==> config.mk <==
export PLATFORM = sky130hd
export DESIGN_NAME = terminal_key_sequence_decoder
export DESIGN_NICKNAME = d
export VERILOG_FILES = /design/src/rtl/tksd_pkg.sv /design/src/rtl/terminal_key_sequence_decoder.sv /design/src/rtl/tksd_decode.sv /design/src/rtl/tksd_rsp_fifo.sv
export SDC_FILE = /design/constraint.sdc
export NUM_CORES = 1
export LEC_CHECK = 0
export ABC_AREA = 1
export BUFFER_PORTS_ARGS = -buffer_cell sky130_fd_sc_hd__buf_2
export CORE_AREA = 8 8 157 144
export CTS_CLUSTER_SIZE = 40
export DETAILED_ROUTE_END_ITERATION = 8
export DIE_AREA = 0 0 165 152
export PLACE_DENSITY_LB_ADDON = 0.3
export SYNTH_ARGS = -nofsm -noshare
export SYNTH_HDL_FRONTEND = slang
export SYNTH_SLANG_ARGS = --single-unit
==> constraint.sdc <==
create_clock -name clock -period 10.35 [get_ports clock]
set_input_delay 1.5525 -clock clock [delete_from_list [all_inputs] [get_ports clock]]
set_output_delay 1.5525 -clock clock [all_outputs]
set_load 0.05 [all_outputs]
==> src/rtl/tksd_pkg.sv <==
// Types, codes and lookup functions for the terminal key sequence decoder.
`default_nettype none
package tksd_pkg;

   localparam int SEQ_MAX_CHARS_DEF = 4;
   localparam int MATCH_CHARS       = 4;
   localparam int RSP_FIFO_DEPTH    = 4;
   localparam int CP_W              = 21;
   localparam int KEY_W             = 7;
   localparam int LOOKUP_LEN_W      = 4;

   localparam logic [1:0] EV_CHAR = 2'd0;
   localparam logic [1:0] EV_KEY  = 2'd1;
   localparam logic [1:0] EV_END  = 2'd2;

   localparam logic [KEY_W-1:0] KEY_UP     = 7'd1;
   localparam logic [KEY_W-1:0] KEY_DOWN   = 7'd2;
   localparam logic [KEY_W-1:0] KEY_LEFT   = 7'd3;
   localparam logic [KEY_W-1:0] KEY_RIGHT  = 7'd4;
   localparam logic [KEY_W-1:0] KEY_HOME   = 7'd5;
   localparam logic [KEY_W-1:0] KEY_END    = 7'd6;
   localparam logic [KEY_W-1:0] KEY_INSERT = 7'd7;
   localparam logic [KEY_W-1:0] KEY_BACK   = 7'd8;
   localparam logic [KEY_W-1:0] KEY_DELETE = 7'd9;
   localparam logic [KEY_W-1:0] KEY_PGUP   = 7'd10;
   localparam logic [KEY_W-1:0] KEY_PGDN   = 7'd11;
   localparam logic [KEY_W-1:0] KEY_ESC    = 7'd27;
   localparam logic [KEY_W-1:0] KEY_SPACE  = 7'd32;
   localparam logic [KEY_W-1:0] KEY_F1     = 7'd101;
   localparam logic [KEY_W-1:0] KEY_F2     = 7'd102;
   localparam logic [KEY_W-1:0] KEY_F3     = 7'd103;
   localparam logic [KEY_W-1:0] KEY_F4     = 7'd104;
   localparam logic [KEY_W-1:0] KEY_F5     = 7'd105;
   localparam logic [KEY_W-1:0] KEY_F6     = 7'd106;
   localparam logic [KEY_W-1:0] KEY_F7     = 7'd107;
   localparam logic [KEY_W-1:0] KEY_F8     = 7'd108;
   localparam logic [KEY_W-1:0] KEY_F9     = 7'd109;
   localparam logic [KEY_W-1:0] KEY_F10    = 7'd110;
   localparam logic [KEY_W-1:0] KEY_F11    = 7'd111;
   localparam logic [KEY_W-1:0] KEY_F12    = 7'd112;
   localparam logic [KEY_W-1:0] KEY_F13    = 7'd113;
   localparam logic [KEY_W-1:0] KEY_F14    = 7'd114;
   localparam logic [KEY_W-1:0] KEY_F15    = 7'd115;
   localparam logic [KEY_W-1:0] KEY_F16    = 7'd116;
   localparam logic [KEY_W-1:0] KEY_F17    = 7'd117;
   localparam logic [KEY_W-1:0] KEY_F18    = 7'd118;
   localparam logic [KEY_W-1:0] KEY_F19    = 7'd119;
   localparam logic [KEY_W-1:0] KEY_F20    = 7'd120;

   localparam logic [CP_W-1:0] CP_NUL   = 21'h00;
   localparam logic [CP_W-1:0] CP_TAB   = 21'h09;
   localparam logic [CP_W-1:0] CP_LF    = 21'h0A;
   localparam logic [CP_W-1:0] CP_CR    = 21'h0D;
   localparam logic [CP_W-1:0] CP_ESC   = 21'h1B;
   localparam logic [CP_W-1:0] CP_SPACE = 21'h20;
   localparam logic [CP_W-1:0] CP_DEL   = 21'h7F;
   localparam logic [CP_W-1:0] CP_SS3   = 21'h4F;
   localparam logic [CP_W-1:0] CP_CSI   = 21'h5B;
   localparam logic [CP_W-1:0] CP_TILDE = 21'h7E;
   localparam logic [CP_W-1:0] CP_UC_A  = 21'h41;
   localparam logic [CP_W-1:0] CP_UC_Z  = 21'h5A;
   localparam logic [1:0]      CTRL_KEY_PREFIX = 2'b10;

   typedef struct packed {
      logic [7:0] raw_byte;
      logic       more_waiting;
      logic       end_of_stream;
   } req_type;

   typedef struct packed {
      logic [1:0]       event_kind;
      logic [CP_W-1:0]  char_code;
      logic [KEY_W-1:0] key_code;
      logic             control_flag;
      logic             last_of_run;
   } rsp_type;

   typedef struct packed {
      logic [1:0] count;
      rsp_type    first;
      rsp_type    second;
   } rsp_pair_type;

   typedef struct packed {
      logic       hit;
      logic [KEY_W-1:0] key;
      logic       ctrl;
   } seq_hit_type;

   typedef struct packed {
      logic    emit;
      logic    to_escape;
      rsp_type rsp;
   } idle_out_type;

   function automatic rsp_type key_rsp(input logic [KEY_W-1:0] key, input logic ctrl);
      rsp_type r;
      r              = '0;
      r.event_kind   = EV_KEY;
      r.key_code     = key;
      r.control_flag = ctrl;
      return r;
   endfunction

   function automatic rsp_type char_rsp(input logic [CP_W-1:0] cp);
      rsp_type r;
      r            = '0;
      r.event_kind = EV_CHAR;
      r.char_code  = cp;
      return r;
   endfunction

   function automatic rsp_type end_rsp();
      rsp_type r;
      r            = '0;
      r.event_kind = EV_END;
      return r;
   endfunction

   function automatic seq_hit_type hit(input logic [KEY_W-1:0] key, input logic ctrl);
      seq_hit_type r;
      r.hit  = 1'b1;
      r.key  = key;
      r.ctrl = ctrl;
      return r;
   endfunction

   function automatic idle_out_type handle_idle(input logic [CP_W-1:0] cp, input logic more);
      idle_out_type r;
      r = '0;
      if (cp == CP_NUL) begin
         r.emit = 1'b1;
         r.rsp  = key_rsp(KEY_SPACE, 1'b1);
      end else if (cp == CP_TAB || cp == CP_LF || cp == CP_CR) begin
         r.emit = 1'b1;
         r.rsp  = char_rsp(cp);
      end else if (cp < CP_ESC) begin
         r.emit = 1'b1;
         r.rsp  = key_rsp({CTRL_KEY_PREFIX, cp[4:0]}, 1'b1);
      end else if (cp == CP_ESC) begin
         if (more) begin
            r.to_escape = 1'b1;
         end else begin
            r.emit = 1'b1;
            r.rsp  = key_rsp(KEY_ESC, 1'b0);
         end
      end else if (cp < CP_SPACE) begin
         r.emit = 1'b0;
      end else if (cp == CP_DEL) begin
         r.emit = 1'b1;
         r.rsp  = key_rsp(KEY_BACK, 1'b0);
      end else begin
         r.emit = 1'b1;
         r.rsp  = char_rsp(cp);
      end
      return r;
   endfunction

   // Known escape sequences; only the first len characters are looked at.
   function automatic seq_hit_type seq_lookup(input logic bracket,
                                              input logic [LOOKUP_LEN_W-1:0] len,
                                              input logic [MATCH_CHARS-1:0][6:0] c);
      seq_hit_type r;
      r = '0;
      case (len)
         4'd1: begin
            if (!bracket) begin
               case (c[0])
                  7'("A"): r = hit(KEY_UP, 1'b0);
                  7'("B"): r = hit(KEY_DOWN, 1'b0);
                  7'("C"): r = hit(KEY_RIGHT, 1'b0);
                  7'("D"): r = hit(KEY_LEFT, 1'b0);
                  7'("H"): r = hit(KEY_HOME, 1'b0);
                  7'("F"): r = hit(KEY_END, 1'b0);
                  7'("P"): r = hit(KEY_F1, 1'b0);
                  7'("Q"): r = hit(KEY_F2, 1'b0);
                  7'("R"): r = hit(KEY_F3, 1'b0);
                  7'("S"): r = hit(KEY_F4, 1'b0);
                  default: r = '0;
               endcase
            end else begin
               case (c[0])
                  7'("1"): r = hit(KEY_HOME, 1'b0);
                  7'("2"): r = hit(KEY_INSERT, 1'b0);
                  7'("3"): r = hit(KEY_DELETE, 1'b0);
                  7'("4"): r = hit(KEY_END, 1'b0);
                  7'("5"): r = hit(KEY_PGUP, 1'b0);
                  7'("6"): r = hit(KEY_PGDN, 1'b0);
                  7'("7"): r = hit(KEY_HOME, 1'b0);
                  7'("8"): r = hit(KEY_END, 1'b0);
                  7'("A"): r = hit(KEY_UP, 1'b0);
                  7'("B"): r = hit(KEY_DOWN, 1'b0);
                  7'("C"): r = hit(KEY_RIGHT, 1'b0);
                  7'("D"): r = hit(KEY_LEFT, 1'b0);
                  7'("F"): r = hit(KEY_END, 1'b0);
                  7'("H"): r = hit(KEY_HOME, 1'b0);
                  default: r = '0;
               endcase
            end
         end
         4'd2: begin
            if (bracket && c[0] == 7'("1")) begin
               case (c[1])
                  7'("1"): r = hit(KEY_F1, 1'b0);
                  7'("2"): r = hit(KEY_F2, 1'b0);
                  7'("3"): r = hit(KEY_F3, 1'b0);
                  7'("4"): r = hit(KEY_F4, 1'b0);
                  7'("5"): r = hit(KEY_F5, 1'b0);
                  7'("7"): r = hit(KEY_F6, 1'b0);
                  7'("8"): r = hit(KEY_F7, 1'b0);
                  7'("9"): r = hit(KEY_F8, 1'b0);
                  7'("P"): r = hit(KEY_F1, 1'b0);
                  7'("Q"): r = hit(KEY_F2, 1'b0);
                  7'("R"): r = hit(KEY_F3, 1'b0);
                  7'("S"): r = hit(KEY_F4, 1'b0);
                  default: r = '0;
               endcase
            end else if (bracket && c[0] == 7'("2")) begin
               case (c[1])
                  7'("0"): r = hit(KEY_F9, 1'b0);
                  7'("1"): r = hit(KEY_F10, 1'b0);
                  7'("3"): r = hit(KEY_F11, 1'b0);
                  7'("4"): r = hit(KEY_F12, 1'b0);
                  7'("5"): r = hit(KEY_F13, 1'b0);
                  7'("6"): r = hit(KEY_F14, 1'b0);
                  7'("8"): r = hit(KEY_F15, 1'b0);
                  7'("9"): r = hit(KEY_F16, 1'b0);
                  default: r = '0;
               endcase
            end else if (bracket && c[0] == 7'("3")) begin
               case (c[1])
                  7'("1"): r = hit(KEY_F17, 1'b0);
                  7'("2"): r = hit(KEY_F18, 1'b0);
                  7'("3"): r = hit(KEY_F19, 1'b0);
                  7'("4"): r = hit(KEY_F20, 1'b0);
                  default: r = '0;
               endcase
            end
         end
         4'd4: begin
            if (bracket && c[0] == 7'("1") && c[1] == 7'(";") && c[2] == 7'("5")) begin
               case (c[3])
                  7'("A"): r = hit(KEY_UP, 1'b1);
                  7'("B"): r = hit(KEY_DOWN, 1'b1);
                  7'("C"): r = hit(KEY_RIGHT, 1'b1);
                  7'("D"): r = hit(KEY_LEFT, 1'b1);
                  default: r = '0;
               endcase
            end
         end
         default: r = '0;
      endcase
      return r;
   endfunction

endpackage
`default_nettype wire

==> src/rtl/terminal_key_sequence_decoder.sv <==
// Top level of the terminal key sequence decoder.
//
//   channel  dir  handshake             payload
//   req      in   req_valid/req_stall   req_payload : tksd_pkg::req_type
//   rsp      out  rsp_valid/rsp_stall   rsp_payload : tksd_pkg::rsp_type
//
// One request per cycle while req_stall is low; each gives 0, 1 or 2 responses, decoded in the
// cycle taken, queued in a 4-entry response queue; one out per cycle while rsp_stall is low.
// With the queue empty, a request's first response appears the cycle after it is taken.
// req_stall rises when the queue holds more than two responses.
// Synchronous reset clears decoder state and the queue; collected sequence chars are not reset.
`default_nettype none
module terminal_key_sequence_decoder #(
   parameter int SEQ_MAX_CHARS = tksd_pkg::SEQ_MAX_CHARS_DEF
) (
   input  logic              clock,
   input  logic              reset,
   input  logic              req_valid,
   output logic              req_stall,
   input  tksd_pkg::req_type req_payload,
   output logic              rsp_valid,
   input  logic              rsp_stall,
   output tksd_pkg::rsp_type rsp_payload
);
   import tksd_pkg::*;

   logic          accept;
   logic          can_accept;
   rsp_pair_type  pair;

   assign req_stall = !can_accept;
   assign accept    = req_valid && can_accept;

   tksd_decode #(
      .SEQ_MAX_CHARS(SEQ_MAX_CHARS)
   ) u_decode (
      .clock  (clock),
      .reset  (reset),
      .accept (accept),
      .req    (req_payload),
      .pair   (pair)
   );

   tksd_rsp_fifo u_fifo (
      .clock       (clock),
      .reset       (reset),
      .push        (accept),
      .pair        (pair),
      .can_accept  (can_accept),
      .rsp_valid   (rsp_valid),
      .rsp_stall   (rsp_stall),
      .rsp_payload (rsp_payload)
   );

endmodule
`default_nettype wire

==> src/rtl/tksd_decode.sv <==
// Decoder state and per-byte decode: UTF-8 assembly, escape handling, sequence lookup.
`default_nettype none
module tksd_decode #(
   parameter int SEQ_MAX_CHARS = tksd_pkg::SEQ_MAX_CHARS_DEF
) (
   input  logic                   clock,
   input  logic                   reset,
   input  logic                   accept,
   input  tksd_pkg::req_type      req,
   output tksd_pkg::rsp_pair_type pair
);
   import tksd_pkg::*;

   localparam int LEN_W = $clog2(SEQ_MAX_CHARS + 1);
   localparam int IDX_W = $clog2(SEQ_MAX_CHARS);

   typedef enum logic [2:0] {
      MODE_IDLE = 3'b001,
      MODE_ESC  = 3'b010,
      MODE_SEQ  = 3'b100
   } mode_type;

   mode_type          mode_ff, mode_in;
   logic [1:0]        pending_ff, pending_in;
   logic [CP_W-1:0]   accum_ff, accum_in;
   logic              bracket_ff, bracket_in;
   logic [LEN_W-1:0]  len_ff, len_in;
   logic              ovf_ff, ovf_in;
   logic [6:0]        chars_ff [SEQ_MAX_CHARS];
   logic [6:0]        chars_in [SEQ_MAX_CHARS];

   logic                          have_cp;
   logic [CP_W-1:0]               cp;
   logic [CP_W-1:0]               acc_shift;
   logic [1:0]                    pend_dec;
   logic                          is_letter;
   logic                          is_tilde;
   logic                          do_store;
   logic                          seq_end;
   logic [MATCH_CHARS-1:0][6:0]   look_cur;
   logic [MATCH_CHARS-1:0][6:0]   look_new;
   seq_hit_type                   hit_cur;
   seq_hit_type                   hit_new;
   idle_out_type                  idle_res;
   logic                          a_valid, b_valid;
   rsp_type                       a_rsp, b_rsp;
   logic                          first_valid;
   rsp_type                       first_rsp;

   always_comb begin
      for (int i = 0; i < MATCH_CHARS; i++) begin
         look_cur[i] = chars_ff[i];
         look_new[i] = chars_in[i];
      end
   end

   assign hit_cur = seq_lookup(bracket_ff, LOOKUP_LEN_W'(len_ff), look_cur);
   assign hit_new = seq_lookup(bracket_ff, LOOKUP_LEN_W'(len_in), look_new);

   assign acc_shift = {accum_ff[CP_W-7:0], req.raw_byte[5:0]};
   assign pend_dec  = pending_ff - 2'd1;

   always_comb begin
      mode_in    = mode_ff;
      pending_in = pending_ff;
      accum_in   = accum_ff;
      bracket_in = bracket_ff;
      len_in     = len_ff;
      ovf_in     = ovf_ff;
      for (int i = 0; i < SEQ_MAX_CHARS; i++) begin
         chars_in[i] = chars_ff[i];
      end
      have_cp   = 1'b0;
      cp        = {{(CP_W-8){1'b0}}, req.raw_byte};
      is_letter = 1'b0;
      is_tilde  = 1'b0;
      do_store  = 1'b0;
      seq_end   = 1'b0;
      idle_res  = '0;
      a_valid   = 1'b0;
      a_rsp     = '0;
      b_valid   = 1'b0;
      b_rsp     = '0;

      if (req.end_of_stream) begin
         case (mode_ff)
            MODE_ESC: begin
               a_valid = 1'b1;
               a_rsp   = key_rsp(KEY_ESC, 1'b0);
            end
            MODE_SEQ: begin
               a_valid = hit_cur.hit && !ovf_ff;
               a_rsp   = key_rsp(hit_cur.key, hit_cur.ctrl);
            end
            default: a_valid = 1'b0;
         endcase
         mode_in = MODE_IDLE;
         b_valid = 1'b1;
         b_rsp   = end_rsp();
      end else begin
         if (pending_ff != 2'd0) begin
            accum_in   = acc_shift;
            pending_in = pend_dec;
            if (pend_dec == 2'd0) begin
               have_cp = 1'b1;
               cp      = acc_shift;
            end
         end else if (req.raw_byte[7]) begin
            if (req.raw_byte[5]) begin
               if (req.raw_byte[4]) begin
                  accum_in   = {{(CP_W-3){1'b0}}, req.raw_byte[2:0]};
                  pending_in = 2'd3;
               end else begin
                  accum_in   = {{(CP_W-4){1'b0}}, req.raw_byte[3:0]};
                  pending_in = 2'd2;
               end
            end else begin
               accum_in   = {{(CP_W-5){1'b0}}, req.raw_byte[4:0]};
               pending_in = 2'd1;
            end
         end else begin
            have_cp = 1'b1;
         end

         idle_res = handle_idle(cp, req.more_waiting);

         if (have_cp) begin
            case (mode_ff)
               MODE_ESC: begin
                  if (cp == CP_SS3 || cp == CP_CSI) begin
                     bracket_in = (cp == CP_CSI);
                     len_in     = '0;
                     ovf_in     = 1'b0;
                     mode_in    = MODE_SEQ;
                  end else begin
                     a_valid = 1'b1;
                     a_rsp   = key_rsp(KEY_ESC, 1'b0);
                     b_valid = idle_res.emit;
                     b_rsp   = idle_res.rsp;
                     mode_in = idle_res.to_escape ? MODE_ESC : MODE_IDLE;
                  end
               end
               MODE_SEQ: begin
                  is_letter = (cp >= CP_UC_A) && (cp <= CP_UC_Z);
                  is_tilde  = (cp == CP_TILDE);
                  do_store  = is_letter || (!is_tilde && cp > CP_SPACE);
                  if (do_store) begin
                     if (cp > CP_DEL || len_ff >= LEN_W'(SEQ_MAX_CHARS)) begin
                        ovf_in = 1'b1;
                     end else begin
                        chars_in[len_ff[IDX_W-1:0]] = cp[6:0];
                        len_in = len_ff + LEN_W'(1);
                     end
                  end
                  if (is_letter || is_tilde) begin
                     mode_in = MODE_IDLE;
                     seq_end = 1'b1;
                  end
               end
               default: begin
                  b_valid = idle_res.emit;
                  b_rsp   = idle_res.rsp;
                  mode_in = idle_res.to_escape ? MODE_ESC : MODE_IDLE;
               end
            endcase
         end
      end
   end

   // sequence end looks up the updated chars, kept apart from the next-state block
   always_comb begin
      first_valid = a_valid || (seq_end && hit_new.hit && !ovf_in);
      first_rsp   = seq_end ? key_rsp(hit_new.key, hit_new.ctrl) : a_rsp;
      pair.count  = {1'b0, first_valid} + {1'b0, b_valid};
      pair.first  = first_valid ? first_rsp : b_rsp;
      pair.second = b_rsp;
      pair.first.last_of_run  = !(first_valid && b_valid);
      pair.second.last_of_run = 1'b1;
   end

   always_ff @(posedge clock) begin
      if (reset) begin
         mode_ff    <= MODE_IDLE;
         pending_ff <= '0;
         accum_ff   <= '0;
         bracket_ff <= 1'b0;
         len_ff     <= '0;
         ovf_ff     <= 1'b0;
      end else if (accept) begin
         mode_ff    <= mode_in;
         pending_ff <= pending_in;
         accum_ff   <= accum_in;
         bracket_ff <= bracket_in;
         len_ff     <= len_in;
         ovf_ff     <= ovf_in;
      end
   end

   always_ff @(posedge clock) begin
      if (accept) begin
         for (int i = 0; i < SEQ_MAX_CHARS; i++) begin
            chars_ff[i] <= chars_in[i];
         end
      end
   end

endmodule
`default_nettype wire

==> src/rtl/tksd_rsp_fifo.sv <==
// Response queue: takes up to two per request, one out per cycle unless stalled.
`default_nettype none
module tksd_rsp_fifo (
   input  logic                   clock,
   input  logic                   reset,
   input  logic                   push,
   input  tksd_pkg::rsp_pair_type pair,
   output logic                   can_accept,
   output logic                   rsp_valid,
   input  logic                   rsp_stall,
   output tksd_pkg::rsp_type      rsp_payload
);
   import tksd_pkg::*;

   localparam int PTR_W = $clog2(RSP_FIFO_DEPTH);
   localparam int CNT_W = $clog2(RSP_FIFO_DEPTH + 1);

   rsp_type           mem_ff [RSP_FIFO_DEPTH];
   logic [PTR_W-1:0]  wr_ff, wr_in;
   logic [PTR_W-1:0]  rd_ff, rd_in;
   logic [CNT_W-1:0]  count_ff, count_in;
   logic [CNT_W-1:0]  push_n;
   logic              pop;
   logic [PTR_W-1:0]  wr_next;

   assign can_accept  = count_ff <= CNT_W'(RSP_FIFO_DEPTH - 2);
   assign rsp_valid   = count_ff != '0;
   assign rsp_payload = mem_ff[rd_ff];
   assign pop         = rsp_valid && !rsp_stall;
   assign push_n      = push ? CNT_W'(pair.count) : '0;
   assign wr_next     = wr_ff + PTR_W'(1);
   assign wr_in       = wr_ff + PTR_W'(push_n);
   assign rd_in       = rd_ff + PTR_W'(pop);
   assign count_in    = count_ff + push_n - CNT_W'(pop);

   always_ff @(posedge clock) begin
      if (reset) begin
         wr_ff    <= '0;
         rd_ff    <= '0;
         count_ff <= '0;
      end else begin
         wr_ff    <= wr_in;
         rd_ff    <= rd_in;
         count_ff <= count_in;
      end
   end

   always_ff @(posedge clock) begin
      if (push && pair.count != 2'd0) begin
         mem_ff[wr_ff] <= pair.first;
      end
      if (push && pair.count == 2'd2) begin
         mem_ff[wr_next] <= pair.second;
      end
   end

endmodule
`default_nettype wire

==> Word level (Yosys, flattened, before mapping) <==
Memories as Yosys holds them, arrays and structs flattened. A register that Yosys moved wholly into a read port is not among the register bits.
Cells that the tools add are included.
{ "classes": {"magnitude_cmp": 10, "reduce_logical": 56, "add_sub_neg": 8, "n_eq_ne": 94, "mux": 116, "bitwise": 2} }
{ "ops": {"columns": ["operator", "count"], "rows": [
  ["32-bit two-way mux", 13],
  ["9-bit case mux with 10 select lines", 4],
  ["9-bit case mux with 8 select lines", 4],
  ["7-bit by 6-bit equality test with 1-bit output (second input constant)", 40],
  ["7-bit equality test (second input constant)", 36],
  ["9-bit case mux with 4 select lines", 4],
  ["28-bit two-way mux", 5],
  ["31-bit two-way mux", 3],
  ["9-bit two-way mux", 10],
  ["21-bit by 7-bit equality test with 1-bit output (second input constant)", 4],
  ["32-bit case mux with 2 select lines", 1],
  ["21-bit by 4-bit equality test with 1-bit output (second input constant)", 3],
  ["21-bit two-way mux", 3],
  ["31-bit case mux with 2 select lines", 1],
  ["9-bit case mux with 3 select lines", 2],
  ["1-bit two-way mux", 39],
  ["15-bit two-way mux", 2],
  ["28-bit bitwise mux", 1],
  ["3-bit two-way mux", 9],
  ["21-bit by 5-bit equality test with 1-bit output (second input constant)", 1],
  ["21-bit by 7-bit greater-or-equal comparator with 1-bit output (second input constant)", 1],
  ["21-bit by 6-bit greater-than comparator with 1-bit output (second input constant)", 1],
  ["21-bit by 7-bit greater-than comparator with 1-bit output (second input constant)", 1],
  ["21-bit by 7-bit <= comparator with 1-bit output (second input constant)", 1],
  ["other kinds (38)", 97]
]} }
{ "totals": {"input_bits": 14, "memories": 2, "word_cells": 297, "reg_bits": 32, "mem_bits_rw": 156, "output_inout_bits": 34} }
{ "mem_list": {"columns": ["memory", "depth", "word_bits", "rd", "rd_clocked_by_memory_dff", "write_ports", "line_no", "rtl"], "rows": [
  ["u_fifo.mem_ff", 4, 32, 1, 1, 2, "tksd_rsp_fifo.sv:18", "rsp_type mem_ff [RSP_FIFO_DEPTH];"],
  ["u_decode.chars_ff", 4, 7, 4, 0, 4, "tksd_decode.sv:29", "logic [6:0] chars_ff [SEQ_MAX_CHARS];"]
]} }

==> Longest topological paths before layout <==
{ "depth": {"depth_word": 27, "depth_mapped": 38, "depth_no_buf": 33} }

==> Hierarchy <==
A second synthesis with hierarchy kept.
{ "hier_totals": {"cells_unflattened": 1762, "hier_area_um2": 12786.0} }
{ "by_module_without_submodules": {"columns": ["module", "area_per_inst_um2", "cells_per_inst", "seq_area_each_um2", "instances"], "rows": [
  ["tksd_rsp_fifo", 6628.9, 694, 3983.8, 1],
  ["tksd_decode", 6145.9, 1065, 1341.3, 1],
  ["terminal_key_sequence_decoder", 11.3, 3, 0.0, 1]
]} }

==> Worst setup path before layout <==
OpenSTA, ideal clock, no wires.
{ "synth_path": {"path_kind": "input -> register", "startpoint": "input port req_payload[6] (netlist bit)", "endpoint": "memory u_fifo.mem_ff[2][10] (netlist bit), enable pin", "setup_time_ns": 0.465, "path_buffers": 3, "setup_slack_ns": 3.242, "stages": 27, "arrival_ns": 6.644, "required_ns": 9.885, "cell_sequence": "buf_2 > inv_1 > nand4_1 > nand2_1 > nand4_4 > nand4_4 > buf_4 > nand2_1 > nand2_2 > nand2_2 > nor2_2 > nand2_4 > nor2_4 > inv_2 > nor2_4 > o211ai_2 > nand3_2 > nand2_4 > buf_6 > nand2_8 > ha_1 > inv_1 > nor2_1 > inv_1 > nor2_1 > inv_1 > o21ai_0"} }
{ "synth_lines": {"columns": ["element", "line_no", "rtl"], "rows": [
  ["start: declaration", "terminal_key_sequence_decoder.sv:20", "input tksd_pkg::req_type req_payload,"],
  ["end: declaration", "tksd_rsp_fifo.sv:18", null]
]} }

==> metrics.csv <==
metric,value,unit
status,"complete, no violations",
startpoint types,primary input,
Resized cells post-CTS,0,
cell area after synthesis,11900,sq um
dominant cells by area after synthesis,"edfxtp_1, nand2_1, nor2_1",
CTS sink cnt,188,
register area share after synthesis,0.445,
CP max-delay cell,nor3_1,
DR DRC count,0,
Setup WS post-layout,3560,ps
largest net degree at the start of global routing,67,
Clock Skews,16.3,ps
clk_lat worst skew,450,ps
n_diodes,0,
largest area contributor in the netlist,edfxtp_1,
Comb pwr share,0.371,
Total Wirelength,34100,microns
post-synthesis simple-gate area fraction,0.330,
ANT nets after route,0,
worst-path fanout max,26,
main combinational cell family by area after synthesis,simple AND/OR/NAND/NOR gates,
hold-fix buffers at CTS,0,
CP dominant cell by count,inv_1,
post-CTS setup buffers,0,
Max Slew Vio Count,0,
clk buf depth,2,
DR iter-0 viols,1442,
Worst-Margin Slew,1230,ps
num rows,49,
"Worst Path Class, Setup",in -> reg,
Post-synth EDFFs,152,
Initial Util,0.600,
ys async rst share,0,
Yosys top cell area share,0.384,
Gate Count Post-Synth,1583,
H-tree depth,4,
Adder-Cell Fraction of Synth Area,0.0133,
cts bufs inserted,17,
# nets final,1635,
initial antenna violation count,0,
dpl hpwl,24400,microns
first-pass GRT wire length,54000,microns
worst path arrival time,6900,ps
die extent in x,165,microns
Rel. slew slack,0.177,
CTS tree,done,
routed len/inst,18.2,microns
most frequent cells in the layout,"nand2_1, nor2_1, inv_1",
Multi-input gate area,5620,sq um
All-Layer GR Usage,0.269,
Power Density,205,nW/um^2
pre-CTS setup slack,3410,ps
die area,25100,sq um
Mapped Nets,1609,
share of post-route cells with drive strength above 1,0.106,
mux cell area share after synthesis,0,
max incr delay on CP,860,ps
Final period util,0.656,
Core ar.,19800,sq um
"commonest non-fill, non-tap cell in the layout",nand2_1,
fmax,147,MHz
yosys warns,0,
Net Switching,0.00117,W
crit end category,flop,
internal power,0.00148,W
synth unique cells,55,
vias,11200,
Post-DP Area,12300,sq um
fillers,1673,
Fin Setup TNS,0,ps
Tightest Hold Check Type,reg -> reg,
area delta synth->final,8.81,%
Avg Vias per Cell,5.97,
Synth Area in Compound Gates,0.127,
"FF+latch count, synth",188,
IO Port Bufs,47,
DR pass1 iterations,8,
RSZ-0062 raised after global routing,false,
Sw Share,0.443,
share of total power in the clock network,0.263,
maximum capacitance violations,0,
setup violators final,0,
Fin. Hold Viols,0,
Leak,5.33,nW
Reg power frac,0.365,
CP Data Required Time,10450,ps
"Reg clk slew, reported paths",80,ps
hold_ws,493,ps
mean post-synth cell area,7.50,sq um
ys flop type,edfxtp_1,
Die Y-Extent,152,microns
worst ir drop on vdd,0.000185,V
Overflow after GRT,0,
Reg area,5290,sq um
design area,12900,sq um
RePlAce Congestion,1.05,
clock root buffer,clkbuf_16,
# IOs,48,
minimum clock period,6790,ps
post-synthesis xor/xnor area fraction,0.00221,
vias in the first global route,10300,
-- path summary, 6_finish.rpt --
| path | startpoint | to | slack (ps) | cells past startpoint |
|---|---|---|---|---|
| max reg2reg | u_decode.pending_ff[0] | u_fifo.mem_ff[1][15] | 3940 | 26 |
| min | u_fifo.mem_ff[2][0] | u_fifo.mem_ff[2][0] | 490 | 2 |
| max | req_payload[4] | u_fifo.mem_ff[1][15] | 3560 | 26 |
| min reg2reg | u_fifo.mem_ff[2][0] | u_fifo.mem_ff[2][0] | 490 | 2 |
-- layout make-up --
| cell class | instances | area share |
|---|---|---|
| Sequential cell | 188 | 0.409 |
| Timing Repair Buffer | 61 | 0.0263 |
| Clock buffer | 17 | 0.0329 |
| Tap cell | 255 | 0.0247 |
| Inverter | 192 | 0.0559 |
| Clock inverter | 15 | 0.0167 |
| Multi-Input combinational cell | 1149 | 0.434 |
-- sequential cells by signal, indices dropped and copies added, names as in the netlist --
register,cells
u_decode.pending_ff,2
u_decode.mode_ff,3
u_decode.chars_ff,28
u_decode.ovf_ff,1
u_decode.len_ff,3
u_fifo.count_ff,3
u_decode.accum_ff,15
u_fifo.mem_ff,128
u_fifo.rd_ff,2
u_fifo.wr_ff,2
u_decode.bracket_ff,1
-- synthesized netlist by cell type, types with 2 or more instances --
cell type,number
buf_2,13
nand3b_1,3
nor3_1,34
o21ai_1,16
buf_6,6
o311ai_0,5
xnor2_1,2
nand4_4,2
nor2_4,10
edfxtp_1,152
dfxtp_1,36
o21ai_2,4
nor4_1,9
nor2_8,2
nand3_2,7
nor2_2,7
o22ai_1,34
nor2_1,301
clkinv_1,3
nand2_4,4
ha_1,11
inv_2,11
a211oi_1,7
a311oi_1,2
clkbuf_1,32
o31ai_1,5
and3_1,2
o211ai_1,11
nand3_4,2
a21oi_1,41
nand4_1,35
buf_1,2
o21ai_0,115
a31oi_1,5
nand2_2,17
inv_1,177
nand2_1,353
a31oi_2,3
nand3_1,86
-- through the flow --
stage | instances | total power, W | util
after floorplan | 1583 | 0.00171 | -
after global placement | 1845 | 0.00194 | 0.620
after detailed placement | 1845 | 0.00196 | 0.620
after CTS | 1877 | 0.00265 | 0.653
after global routing | 1877 | 0.00276 | 0.653
final | 1877 | 0.00265 | 0.653
-- critical path: cells and delay by family --
| kind | cells | cell delay, ps |
|---|---|---|
| AO/OA/AOI/OAI | 2 | 240 |
| adder cells (fa/ha/maj) | 1 | 230 |
| buffers and inverters | 8 | 1410 |
| AND/OR/NAND/NOR | 15 | 3420 |
-- power by group through the flow --
stage	Clock [W]	Sequential [W]	Combinational, W
final	0.000698	0.000970	0.000985
after global routing	0.000728	0.000978	0.00106
after CTS	0.000702	0.000968	0.000981
after detailed placement	0	0.000985	0.000975
after global placement	0	0.000982	0.000959
after floorplan	0	0.000972	0.000737
-- cells by family (layout without fill, tap and decap cells) --
family	Yosys count	count (layout)
and+or+nand+nor	878	878
AOI/OAI and AO/OA	256	256
buffers and inverters	246	285
DFF	188	188
adders and majority gates	12	12
xor gates and xnor gates	3	3
-- metal layers --
layer / GRT usage / share of wire / routed length [microns]
met1: 0.380 / 0.43 / 14700
met2: 0.397 / 0.45 / 15200
met3: 0.0589 / 0.10 / 3410
met4: 0.0978 / 0.025 / 850
met5: 0 / 0 / 0
Power figures use the tool's default switching activity.
